$ cat src/hw/rtl/bol_pkg.sv
package bol_pkg;

    localparam int DEPTH      = 16;
    localparam int VALUE_BITS = 32;
    localparam int SLOT_BITS  = $clog2(DEPTH);
    localparam int COUNT_BITS = $clog2(DEPTH + 1);

    localparam int ACTION_BITS   = 3;
    localparam int POSITION_BITS = 4;
    localparam int CAP_BITS      = 5;
    localparam int ENTRY_BITS    = 5;

    localparam logic [ACTION_BITS-1:0] ACT_PREPEND    = 3'd0;
    localparam logic [ACTION_BITS-1:0] ACT_APPEND     = 3'd1;
    localparam logic [ACTION_BITS-1:0] ACT_READ_POS   = 3'd2;
    localparam logic [ACTION_BITS-1:0] ACT_REMOVE_VAL = 3'd3;
    localparam logic [ACTION_BITS-1:0] ACT_REMOVE_POS = 3'd4;
    localparam logic [ACTION_BITS-1:0] ACT_CONTAINS   = 3'd5;

    localparam logic [CAP_BITS-1:0] CAP_RESET = 5'd16;

    typedef struct packed {
        logic [ACTION_BITS-1:0]   action;
        logic [VALUE_BITS-1:0]    item_value;
        logic [POSITION_BITS-1:0] position;
    } in_item_t;

    typedef struct packed {
        logic                  ok;
        logic [VALUE_BITS-1:0] value_out;
        logic [ENTRY_BITS-1:0] entry_count;
    } out_item_t;

    typedef struct packed {
        logic                 take;
        logic                 release_en;
        logic [SLOT_BITS-1:0] release_slot;
    } free_cmd_t;

endpackage

$ cat src/hw/rtl/bounded_ordered_list_engine_unit.sv
// channel | direction | handshake        | payload
// in      | input     | in_valid/in_stall   | in_item (action, item_value, position)
// out     | output    | out_valid/out_stall | out_item (ok, value_out, entry_count)
// cfg     | input     | cfg_valid/cfg_ready | cfg_data (capacity)
//
// Prepend/append pass through dispatch, then the tail link step for an accepted
// append to a non-empty list, then done; read, remove and contains walk up to 16
// entries, one entry per cycle through the registered read of the slot memories.
// The input is stalled from accept until the result is loaded into the output
// register; a pending result does not block the next accept.
// Reset leaves the list empty, all slots free and capacity at 16.
module bounded_ordered_list_engine_unit (
    input  logic                         clk,
    input  logic                         rst_n,
    input  logic                         in_valid,
    output logic                         in_stall,
    input  bol_pkg::in_item_t            in_item,
    output logic                         out_valid,
    input  logic                         out_stall,
    output bol_pkg::out_item_t           out_item,
    input  logic                         cfg_valid,
    output logic                         cfg_ready,
    input  logic [bol_pkg::CAP_BITS-1:0] cfg_data
);

    localparam logic [2:0] ST_IDLE        = 3'd0;
    localparam logic [2:0] ST_DISPATCH    = 3'd1;
    localparam logic [2:0] ST_APPEND_LINK = 3'd2;
    localparam logic [2:0] ST_WALK        = 3'd3;
    localparam logic [2:0] ST_DONE        = 3'd4;

    localparam int SB = bol_pkg::SLOT_BITS;
    localparam int CB = bol_pkg::COUNT_BITS;
    localparam int VB = bol_pkg::VALUE_BITS;

    logic [2:0]                          state_reg, state_next;
    logic [bol_pkg::ACTION_BITS-1:0]     act_reg, act_next;
    logic [VB-1:0]                       val_reg, val_next;
    logic [bol_pkg::POSITION_BITS-1:0]   pos_reg, pos_next;
    logic [SB-1:0]                       head_reg, head_next;
    logic [SB-1:0]                       tail_reg, tail_next;
    logic [CB-1:0]                       count_reg, count_next;
    logic [bol_pkg::CAP_BITS-1:0]        cap_reg, cap_next;
    logic [SB-1:0]                       cur_reg, cur_next;
    logic [SB-1:0]                       prev_reg, prev_next;
    logic                                prev_none_reg, prev_none_next;
    logic [SB-1:0]                       idx_reg, idx_next;
    logic [SB-1:0]                       new_slot_reg, new_slot_next;
    logic                                ok_reg, ok_next;
    logic [VB-1:0]                       vout_reg, vout_next;
    logic                                out_valid_reg, out_valid_next;
    bol_pkg::out_item_t                  out_item_reg, out_item_next;

    logic                                val_we;
    logic [SB-1:0]                       val_waddr;
    logic                                link_we;
    logic [SB-1:0]                       link_waddr;
    logic [SB-1:0]                       link_wdata;
    logic                                rd_en;
    logic [SB-1:0]                       rd_addr;
    logic [VB-1:0]                       val_rd;
    logic [SB-1:0]                       link_rd;

    bol_pkg::free_cmd_t                  free_cmd;
    logic [SB-1:0]                       lowest_slot;
    logic [bol_pkg::DEPTH-1:0]           free_map;

    logic [CB-1:0]                       limit;
    logic                                by_pos;
    logic                                match;
    logic                                last;
    logic                                is_remove;
    logic [CB-1:0]                       count_dec;

    bol_ram #(
        .WIDTH (VB),
        .DEPTH (bol_pkg::DEPTH)
    ) u_value_ram (
        .clk     (clk),
        .wr_en   (val_we),
        .wr_addr (val_waddr),
        .wr_data (val_reg),
        .rd_en   (rd_en),
        .rd_addr (rd_addr),
        .rd_data (val_rd)
    );

    bol_ram #(
        .WIDTH (SB),
        .DEPTH (bol_pkg::DEPTH)
    ) u_link_ram (
        .clk     (clk),
        .wr_en   (link_we),
        .wr_addr (link_waddr),
        .wr_data (link_wdata),
        .rd_en   (rd_en),
        .rd_addr (rd_addr),
        .rd_data (link_rd)
    );

    bol_free_map u_free_map (
        .clk         (clk),
        .rst_n       (rst_n),
        .cmd         (free_cmd),
        .lowest_slot (lowest_slot),
        .free_map    (free_map)
    );

    assign limit = (cap_reg >= bol_pkg::CAP_BITS'(bol_pkg::DEPTH)) ?
                   CB'(bol_pkg::DEPTH) : CB'(cap_reg);
    assign by_pos    = (act_reg == bol_pkg::ACT_READ_POS) ||
                       (act_reg == bol_pkg::ACT_REMOVE_POS);
    assign match     = by_pos ? (32'(idx_reg) == 32'(pos_reg)) : (val_rd == val_reg);
    assign last      = ((CB'(idx_reg) + CB'(1)) == count_reg);
    assign is_remove = (act_reg == bol_pkg::ACT_REMOVE_VAL) ||
                       (act_reg == bol_pkg::ACT_REMOVE_POS);
    assign count_dec = count_reg - CB'(1);

    always_comb
    begin
        state_next     = state_reg;
        act_next       = act_reg;
        val_next       = val_reg;
        pos_next       = pos_reg;
        head_next      = head_reg;
        tail_next      = tail_reg;
        count_next     = count_reg;
        cap_next       = cap_reg;
        cur_next       = cur_reg;
        prev_next      = prev_reg;
        prev_none_next = prev_none_reg;
        idx_next       = idx_reg;
        new_slot_next  = new_slot_reg;
        ok_next        = ok_reg;
        vout_next      = vout_reg;
        out_valid_next = out_valid_reg;
        out_item_next  = out_item_reg;
        val_we         = 1'b0;
        val_waddr      = lowest_slot;
        link_we        = 1'b0;
        link_waddr     = lowest_slot;
        link_wdata     = '0;
        rd_en          = 1'b0;
        rd_addr        = head_reg;
        free_cmd       = '0;

        if (cfg_valid)
        begin
            cap_next = cfg_data;
        end

        if (out_valid_reg && !out_stall)
        begin
            out_valid_next = 1'b0;
        end

        case (state_reg)
            ST_IDLE:
            begin
                if (in_valid)
                begin
                    act_next   = in_item.action;
                    val_next   = in_item.item_value;
                    pos_next   = in_item.position;
                    state_next = ST_DISPATCH;
                end
            end
            ST_DISPATCH:
            begin
                ok_next    = 1'b0;
                vout_next  = '0;
                state_next = ST_DONE;
                case (act_reg)
                    bol_pkg::ACT_PREPEND, bol_pkg::ACT_APPEND:
                    begin
                        if (count_reg < limit)
                        begin
                            val_we        = 1'b1;
                            link_we       = 1'b1;
                            free_cmd.take = 1'b1;
                            count_next    = count_reg + CB'(1);
                            ok_next       = 1'b1;
                            if (count_reg == '0)
                            begin
                                head_next = lowest_slot;
                                tail_next = lowest_slot;
                            end
                            else if (act_reg == bol_pkg::ACT_PREPEND)
                            begin
                                link_wdata = head_reg;
                                head_next  = lowest_slot;
                            end
                            else
                            begin
                                new_slot_next = lowest_slot;
                                state_next    = ST_APPEND_LINK;
                            end
                        end
                    end
                    bol_pkg::ACT_READ_POS, bol_pkg::ACT_REMOVE_VAL,
                    bol_pkg::ACT_REMOVE_POS, bol_pkg::ACT_CONTAINS:
                    begin
                        if (count_reg != '0)
                        begin
                            rd_en          = 1'b1;
                            rd_addr        = head_reg;
                            cur_next       = head_reg;
                            prev_none_next = 1'b1;
                            idx_next       = '0;
                            state_next     = ST_WALK;
                        end
                    end
                    default:
                    begin
                        state_next = ST_DONE;
                    end
                endcase
            end
            ST_APPEND_LINK:
            begin
                link_we    = 1'b1;
                link_waddr = tail_reg;
                link_wdata = new_slot_reg;
                tail_next  = new_slot_reg;
                state_next = ST_DONE;
            end
            ST_WALK:
            begin
                if (match)
                begin
                    ok_next    = 1'b1;
                    vout_next  = (act_reg == bol_pkg::ACT_CONTAINS) ? '0 : val_rd;
                    state_next = ST_DONE;
                    if (is_remove)
                    begin
                        free_cmd.release_en   = 1'b1;
                        free_cmd.release_slot = cur_reg;
                        count_next            = count_dec;
                        if (prev_none_reg)
                        begin
                            head_next = link_rd;
                        end
                        else
                        begin
                            link_we    = 1'b1;
                            link_waddr = prev_reg;
                            link_wdata = link_rd;
                        end
                        if ((cur_reg == tail_reg) && !prev_none_reg)
                        begin
                            tail_next = prev_reg;
                        end
                        if (count_dec == '0)
                        begin
                            head_next = '0;
                            tail_next = '0;
                        end
                    end
                end
                else if (last)
                begin
                    ok_next    = 1'b0;
                    vout_next  = '0;
                    state_next = ST_DONE;
                end
                else
                begin
                    // advance to the next linked entry
                    rd_en          = 1'b1;
                    rd_addr        = link_rd;
                    prev_next      = cur_reg;
                    prev_none_next = 1'b0;
                    cur_next       = link_rd;
                    idx_next       = idx_reg + SB'(1);
                end
            end
            ST_DONE:
            begin
                if (!out_valid_reg || !out_stall)
                begin
                    out_item_next.ok          = ok_reg;
                    out_item_next.value_out   = vout_reg;
                    out_item_next.entry_count = bol_pkg::ENTRY_BITS'(count_reg);
                    out_valid_next            = 1'b1;
                    state_next                = ST_IDLE;
                end
            end
            default:
            begin
                state_next = ST_IDLE;
            end
        endcase
    end

    always_ff @(posedge clk or negedge rst_n)
    begin
        if (!rst_n)
        begin
            state_reg     <= ST_IDLE;
            head_reg      <= '0;
            tail_reg      <= '0;
            count_reg     <= '0;
            cap_reg       <= bol_pkg::CAP_RESET;
            out_valid_reg <= 1'b0;
        end
        else
        begin
            state_reg     <= state_next;
            head_reg      <= head_next;
            tail_reg      <= tail_next;
            count_reg     <= count_next;
            cap_reg       <= cap_next;
            out_valid_reg <= out_valid_next;
        end
    end

    always_ff @(posedge clk)
    begin
        act_reg       <= act_next;
        val_reg       <= val_next;
        pos_reg       <= pos_next;
        cur_reg       <= cur_next;
        prev_reg      <= prev_next;
        prev_none_reg <= prev_none_next;
        idx_reg       <= idx_next;
        new_slot_reg  <= new_slot_next;
        ok_reg        <= ok_next;
        vout_reg      <= vout_next;
        out_item_reg  <= out_item_next;
    end

    assign in_stall  = (state_reg != ST_IDLE);
    assign out_valid = out_valid_reg;
    assign out_item  = out_item_reg;
    assign cfg_ready = 1'b1;

`ifndef SYNTHESIS
    assert property (@(posedge clk) disable iff (!rst_n)
        count_reg <= CB'(bol_pkg::DEPTH))
        else $error("entry count above depth");

    assert property (@(posedge clk) disable iff (!rst_n)
        ($countones(free_map) + 32'(count_reg)) == bol_pkg::DEPTH)
        else $error("free map disagrees with entry count");

    assert property (@(posedge clk) disable iff (!rst_n)
        (state_reg == ST_WALK) |-> (CB'(idx_reg) < count_reg))
        else $error("walk ran past the last entry");

    assert property (@(posedge clk) disable iff (!rst_n)
        (state_reg == ST_DISPATCH) |=> (state_reg != ST_IDLE))
        else $error("item finished without a result");
`endif

endmodule

$ cat src/hw/rtl/bol_ram.sv
module bol_ram #(
    parameter int WIDTH = 32,
    parameter int DEPTH = 16
) (
    input  logic                     clk,
    input  logic                     wr_en,
    input  logic [$clog2(DEPTH)-1:0] wr_addr,
    input  logic [WIDTH-1:0]         wr_data,
    input  logic                     rd_en,
    input  logic [$clog2(DEPTH)-1:0] rd_addr,
    output logic [WIDTH-1:0]         rd_data
);

    logic [WIDTH-1:0] mem [DEPTH];

    always_ff @(posedge clk)
    begin
        if (wr_en)
        begin
            mem[wr_addr] <= wr_data;
        end
        if (rd_en)
        begin
            rd_data <= mem[rd_addr];
        end
    end

endmodule

$ cat src/hw/rtl/bol_free_map.sv
module bol_free_map (
    input  logic                          clk,
    input  logic                          rst_n,
    input  bol_pkg::free_cmd_t            cmd,
    output logic [bol_pkg::SLOT_BITS-1:0] lowest_slot,
    output logic [bol_pkg::DEPTH-1:0]     free_map
);

    logic [bol_pkg::DEPTH-1:0] free_reg;
    logic [bol_pkg::DEPTH-1:0] free_next;

    // pick the lowest free slot
    always_comb
    begin
        lowest_slot = '0;
        for (int s = bol_pkg::DEPTH - 1; s >= 0; s--)
        begin
            if (free_reg[s])
            begin
                lowest_slot = bol_pkg::SLOT_BITS'(s);
            end
        end
    end

    always_comb
    begin
        free_next = free_reg;
        if (cmd.take)
        begin
            free_next[lowest_slot] = 1'b0;
        end
        if (cmd.release_en)
        begin
            free_next[cmd.release_slot] = 1'b1;
        end
    end

    always_ff @(posedge clk or negedge rst_n)
    begin
        if (!rst_n)
        begin
            free_reg <= '1;
        end
        else
        begin
            free_reg <= free_next;
        end
    end

    assign free_map = free_reg;

endmodule

$ cat config.mk
export PLATFORM = sky130hd
export DESIGN_NAME = bounded_ordered_list_engine_unit
export DESIGN_NICKNAME = d
export VERILOG_FILES = /design/src/hw/rtl/bol_pkg.sv /design/src/hw/rtl/bounded_ordered_list_engine_unit.sv /design/src/hw/rtl/bol_ram.sv /design/src/hw/rtl/bol_free_map.sv
export SDC_FILE = /design/constraint.sdc
export NUM_CORES = 1
export LEC_CHECK = 0
export BUFFER_PORTS_ARGS = -buffer_cell sky130_fd_sc_hd__buf_2
export CAP_MARGIN = 0
export CORE_MARGIN = 4
export CORE_UTILIZATION = 25
export DETAILED_ROUTE_END_ITERATION = 8
export GPL_ROUTABILITY_DRIVEN = 0
export HOLD_SLACK_MARGIN = 0.06
export SYNTH_ARGS = -nofsm -noshare
export SYNTH_HDL_FRONTEND = slang
export SYNTH_HIERARCHICAL = 1
export SYNTH_SLANG_ARGS = --single-unit
$ cat constraint.sdc
create_clock -name clk -period 7.1 [get_ports clk]
set_input_delay 0.71 -clock clk [delete_from_list [all_inputs] [get_ports clk]]
set_output_delay 0.71 -clock clk [all_outputs]
set_load 0.01 [all_outputs]
==> results.toml, run 1 <==
[run_status]
status = "completed"

[setup_path]
worstPathCellList = "xor2_1 > nor4_1 > nand4_1 > o31ai_1 > a41oi_1 > and2_1 > mux2_8 > buf_12 > mux4_2 > a22oi_1 > nand2_1"
cp.required_ns = 7.46
end_kind = "flip-flop"
critPathTopFamily = "simple AND/OR/NAND/NOR gates"
critical_path_buf_inv_count = 1
cp_max_fo = 51
cpMaxStageDelayCell = "nor4_1"
critPathLaunchType = "flip-flop"
worstSetupPathType = "reg2reg"
arrival_ns = 6.21
crit_path_max_incr_delay_ns = 0.93

[logic_synthesis]
yosys_most_used_dff = "edfxtp_1"
ys_seq_area_frac = 0.763
synth_top_cell_area_share = 0.731
syn_nets = 1593
synth_area_leaders = "edfxtp_1 73%, mux4_2 9.6%, dfrtp_1 1.7%"
synth_edf_count = 739
synth_area_sq_um = 30300
synth_top_area_cell = "edfxtp_1"
synth_warnings = 6
avgSynthCellArea_sq_um = 19.8
synth-seq-cells = 777
synth_cell_type_count = 69
synthCells = 1536
async_reset_ff_frac = 0.0489

[run]
drv_cap = 0

[clocking]
cts_max_path_buffers = 3
clock_sinks = 777
cts_buffers = 74
cts_tree = "done"
clk_pin_slew_ns = 0.06
holdBufCountCts = 0
cts-root-buf = "clkbuf_16"
cts_resized = 0
htree_num_levels = 3
clk_latency_ns = 0.64
cts_setup_buffers = 0

[global_route]
grt_pass1_wl_mm = 109
grt_pass1_vias = 15828
gr-total-overflow = 0
grt_start_max_net_pins = 89
antenna_found_initial = 5
grt_use_total = 0.116

[pwr]
power.density_nw_per_um2 = 337
power.leakage_uw = 0.0110
ir_drop_mv = 0.182

[sta]
post-route-period-util = 0.823
max-slew-margin-rel = 0.191
finalMaxSlewViolations = 0
rsz0062_at_grt = "no"
setup_viol = 0
setup_tns_ns = 0
hold_violations = 0
worst_slew_pin_slew_ns = 1.21
clock_skew_ns = 0.0421
timing.fmax_mhz = 171
period_needed_ns = 5.84

[cells_and_area]
finalNonFillerCells = 3331
nets = 1721
area_growth_pct = 16.4
largest_register_ffs = 512
diodes = 0
drive_above_1_share = 0.245

[floorplanning]
die_y_um = 356
dieArea_sq_um = 127000
initial_core_util = 0.252
ios = 90
num_rows = 127
die_x_um = 356
core_area_sq_um = 120000

[routing]
wire_per_inst_um = 22.5
drc = 0
num_vias = 15325
drt_wl_total_mm = 75.1
firstDrtPassIters = 8
drt_iter0_markers = 1650
via_per_inst = 4.60
detail-route-antenna-nets = 0

[worst_hold_path]
hp-class = "in2async"

[place]
dp_hpwl_mm = 43.9
dp.cells = 3200
numPortBuffers = 88
## synthesized netlist by cell type (all sizes together) (3+ instances only)
master and instances:
nand4 5, mux2 12, buf 36, nand2 79
dfrtp 21, a22oi 68, nor2 58, mux2i 5
nor3 23, mux4 144, a41oi 3, a22o 5
a21oi 6, a221oi 6, inv 23, nand3 18
a221o 8, nor4 13, clkbuf 34, xor2 41
a2111oi 6, or3 9, a31oi 9, o21ai 16
ha 8, and2 45, edfxtp 739, nand3b 8
nand2b 11, nor2b 8, xnor2 11, o31ai 10
dfstp 17
## cells by family (layout without fill, tap and decap cells)
group,count (synthesis),in the layout,share of synthesized area
simple gates,288,288,0.0482
other cells,1,1,0.000124
mux,161,161,0.115
buf+inv,93,276,0.0144
fa+ha+maj,8,8,0.00330
flops,777,777,0.763
xor+xnor,52,52,0.0150
compound gates,156,156,0.0410
## worst paths after layout
kind | endpoint | start | slack, ns | depth (start not counted)
setup / recovery | u_value_ram/rd_data[17] | val_reg[5] | 1.26 | 11
max in group asynchronous | tail_reg[3] | rst_n | 6.26 | 1
setup reg to reg | u_value_ram/rd_data[17] | val_reg[5] | 1.26 | 11
min in group clk | val_reg[7] | in_item[11] | 0.25 | 1
hold / removal | cap_reg[1] | rst_n | 0.23 | 1
hold reg to reg | out_item[15] | vout_reg[10] | 0.42 | 0
## area by class of cell
| class | count | area, sq um |
|---|---|---|
| Clock buffer | 93 | 1970 |
| Clock inverter | 38 | 398 |
| Fill cell | 11746 | 85000 |
| Inverter | 23 | 86.3 |
| Multi-Input combinational cell | 666 | 6960 |
| Sequential cell | 777 | 23200 |
| Tap cell | 1612 | 2020 |
| Timing Repair Buffer | 122 | 733 |
## metal layers
| metal | share of wire | GRT usage |
|---|---|---|
| met1 | 0.43 | 0.160 |
| met2 | 0.48 | 0.189 |
| met3 | 0.073 | 0.0262 |
| met4 | 0.018 | 0.0258 |
| met5 | 0 | 0 |
## report_power, final
part,switching (uW),internal (uW),leakage [uW]
Combinational,1220,797,0.00265
Clock,1700,2170,0.00114
Sequential,380,5640,0.00717
Total,3300,8610,0.0110
## per-stage QoR
stage	setup WS, ns	total power, uW	instance area (sq um)	hold slack (ns)	util
2_1_floorplan	1.71	7340	30300	0.400	-
3_3_place_gp	1.32	8110	33000	0.408	0.274
3_5_place_dp	1.21	8150	33000	0.407	0.274
4_1_cts	1.17	12000	35300	0.207	0.294
5_1_grt	0.753	12400	35300	0.222	0.294
6_report	1.26	11900	35300	0.232	0.294
## placed cells by master, fill, tap and decap left out, types with 9 or more instances in the layout
cell / Yosys / layout
a22oi_1: 68 / 68
and2_1: 45 / 44
buf_2: 10 / 88
buf_4: 12 / 31
clkbuf_1: 34 / 17
clkbuf_16: 0 / 76
clkinv_1: 0 / 16
dfrtp_1: 21 / 21
dfstp_2: 17 / 17
edfxtp_1: 739 / 739
inv_1: 22 / 22
mux2_2: 12 / 10
mux4_1: 14 / 14
mux4_2: 130 / 130
nand2_1: 79 / 79
nand2b_1: 11 / 10
nand3_1: 18 / 18
nor2_1: 56 / 41
nor2_4: 0 / 15
nor3_1: 23 / 19
nor4_1: 12 / 12
o21ai_0: 13 / 13
o31ai_1: 10 / 10
or3_1: 9 / 9
xnor2_1: 11 / 11
xor2_1: 41 / 41
Note: power is estimated with default switching activity, not from simulation.
==> inputs of run 2 (changes only) <==
clock period = 6.1 ns   (was 7.1 ns; I/O delays follow)
==> results.toml, run 2 (synthesis gave the netlist of run 1 again) <==
[floorplanning]
dieArea_sq_um = 127000
core_area_sq_um = 120000
die_y_um = 356
num_rows = 127
initial_core_util = 0.252
ios = 90
die_x_um = 356

[setup_path]
arrival_ns = 5.76
cpMaxStageDelayCell = "nor4_1"
cp.required_ns = 6.34
worstPathCellList = "xor2_1 > nor4_1 > nand4_1 > nor4_1 > nor2_1 > nor3_1 > a221o_1 > nand3_1 > nor3_1"
end_kind = "flip-flop"
critical_path_buf_inv_count = 0
critPathTopFamily = "simple AND/OR/NAND/NOR gates"
critPathLaunchType = "flip-flop"
cp_max_fo = 17
crit_path_max_incr_delay_ns = 0.88
worstSetupPathType = "reg2reg"

[sta]
setup_tns_ns = 0
worst_slew_pin_slew_ns = 1.20
post-route-period-util = 0.905
period_needed_ns = 5.52
fin_ws_ns = 0.578
clock_skew_ns = 0.0613
timing.fmax_mhz = 181
max-slew-margin-rel = 0.202
setup_viol = 0
finalMaxSlewViolations = 0
rsz0062_at_grt = "no"
hold_violations = 0

[cells_and_area]
finalNonFillerCells = 3344
multi_input_area_sq_um = 6970
nFillCells = 11679
layout_commonest_cell = "edfxtp_1"
seq_area_sq_um = 23200
largest_register_ffs = 512
nets = 1727
area_growth_pct = 17.2
final_cell_mix = "739 x edfxtp_1, 130 x mux4_2, 88 x buf_2"
utilization = 0.296
drive_above_1_share = 0.254

[routing]
via_per_inst = 4.63
wire_per_inst_um = 22.3
drc = 0
num_vias = 15484
firstDrtPassIters = 6
drt_wl_total_mm = 74.7
drt_iter0_markers = 1885
detail-route-antenna-nets = 0

[clocking]
cts-root-buf = "clkbuf_16"
cts_setup_buffers = 0
clk_pin_slew_ns = 0.06
htree_num_levels = 3
clk_latency_ns = 0.66
holdBufCountCts = 0
cts_max_path_buffers = 3
cts_buffers = 74
cts_tree = "done"
clock_sinks = 777
cts_resized = 0

[pwr]
ir_drop_mv = 0.216
power.density_nw_per_um2 = 397
power.leakage_uw = 0.0111

[worst_hold_path]
hp-class = "in2async"

[global_route]
grt_use_total = 0.116
grt_pass1_vias = 15800
grt_start_max_net_pins = 53
grt_pass1_wl_mm = 109
gr-total-overflow = 0
antenna_found_initial = 6

[run_status]
status = "completed"

[place]
place_ws_ns = 0.650
dp.cells = 3206
numPortBuffers = 88
dp_hpwl_mm = 43.7

[run]
drv_cap = 0
## run 2: cell count changes in the layout (fill, tap and decap cells not counted), sizes merged
cell,delta
clkinvlp,+1
inv,+1
clkbuf,-7
bufinv,+4
diode,+3
buf,+6
clkinv,+5
## run 2: per-stage QoR
stage,hold slack (ns),area (sq um),power [uW]
finish,0.110,35600,14100
global route,0.0926,35600,14700
CTS,0.0848,35600,14300
detailed placement,0.405,33000,9520
global placement,0.409,33000,9460
floorplan,0.314,30300,8540
## run 2: final timing paths
| check | startpoint | end | slack (ns) | depth (start not counted) |
|---|---|---|---|---|
| setup reg to reg | val_reg[5] | u_link_ram/mem[12][0] | 0.58 | 9 |
| max in group asynchronous | rst_n | head_reg[0] | 5.38 | 1 |
| hold reg to reg | vout_reg[31] | out_item[36] | 0.41 | 0 |
| min in group clk | in_item[24] | val_reg[20] | 0.12 | 1 |
| setup / recovery | val_reg[5] | u_link_ram/mem[12][0] | 0.58 | 9 |
| hold / removal | rst_n | cap_reg[2] | 0.11 | 1 |
## run 2: cell type report
type	count	area share
well taps	1612	0.0567
repair buffers	128	0.0226
diodes	3	0.000211
inverters	23	0.00243
multi-input cells	666	0.196
clock inverters	49	0.0166
clock buffers	86	0.0542
flip-flops and latches	777	0.651
## run 2: power breakdown
group	leakage, uW	switching (uW)	total, uW	internal (uW)
Clock	0.00122	2050	4740	2690
Sequential	0.00717	447	7020	6570
Combinational	0.00269	1430	2370	941
## run 2: metal layers
| metal | up-vias | GRT usage | share of wire |
|---|---|---|---|
| met5 | - | 0 | 0.00019 |
| met4 | 2 | 0.0267 | 0.022 |
| met3 | 116 | 0.0289 | 0.078 |
| met2 | 659 | 0.184 | 0.47 |
| met1 | 8185 | 0.162 | 0.43 |
| li1 | 6522 | - | - |
## run 2: worst reg2reg max path: stages (launching register included)
cell and delay (ns):
edfxtp_1 0.65, xor2_1 0.27, nor4_1 0.88, nand4_1 0.48, nor4_1 0.65, nor2_1 0.29, nor3_1 0.74, a221o_1 0.39
nand3_1 0.17, nor3_1 0.58
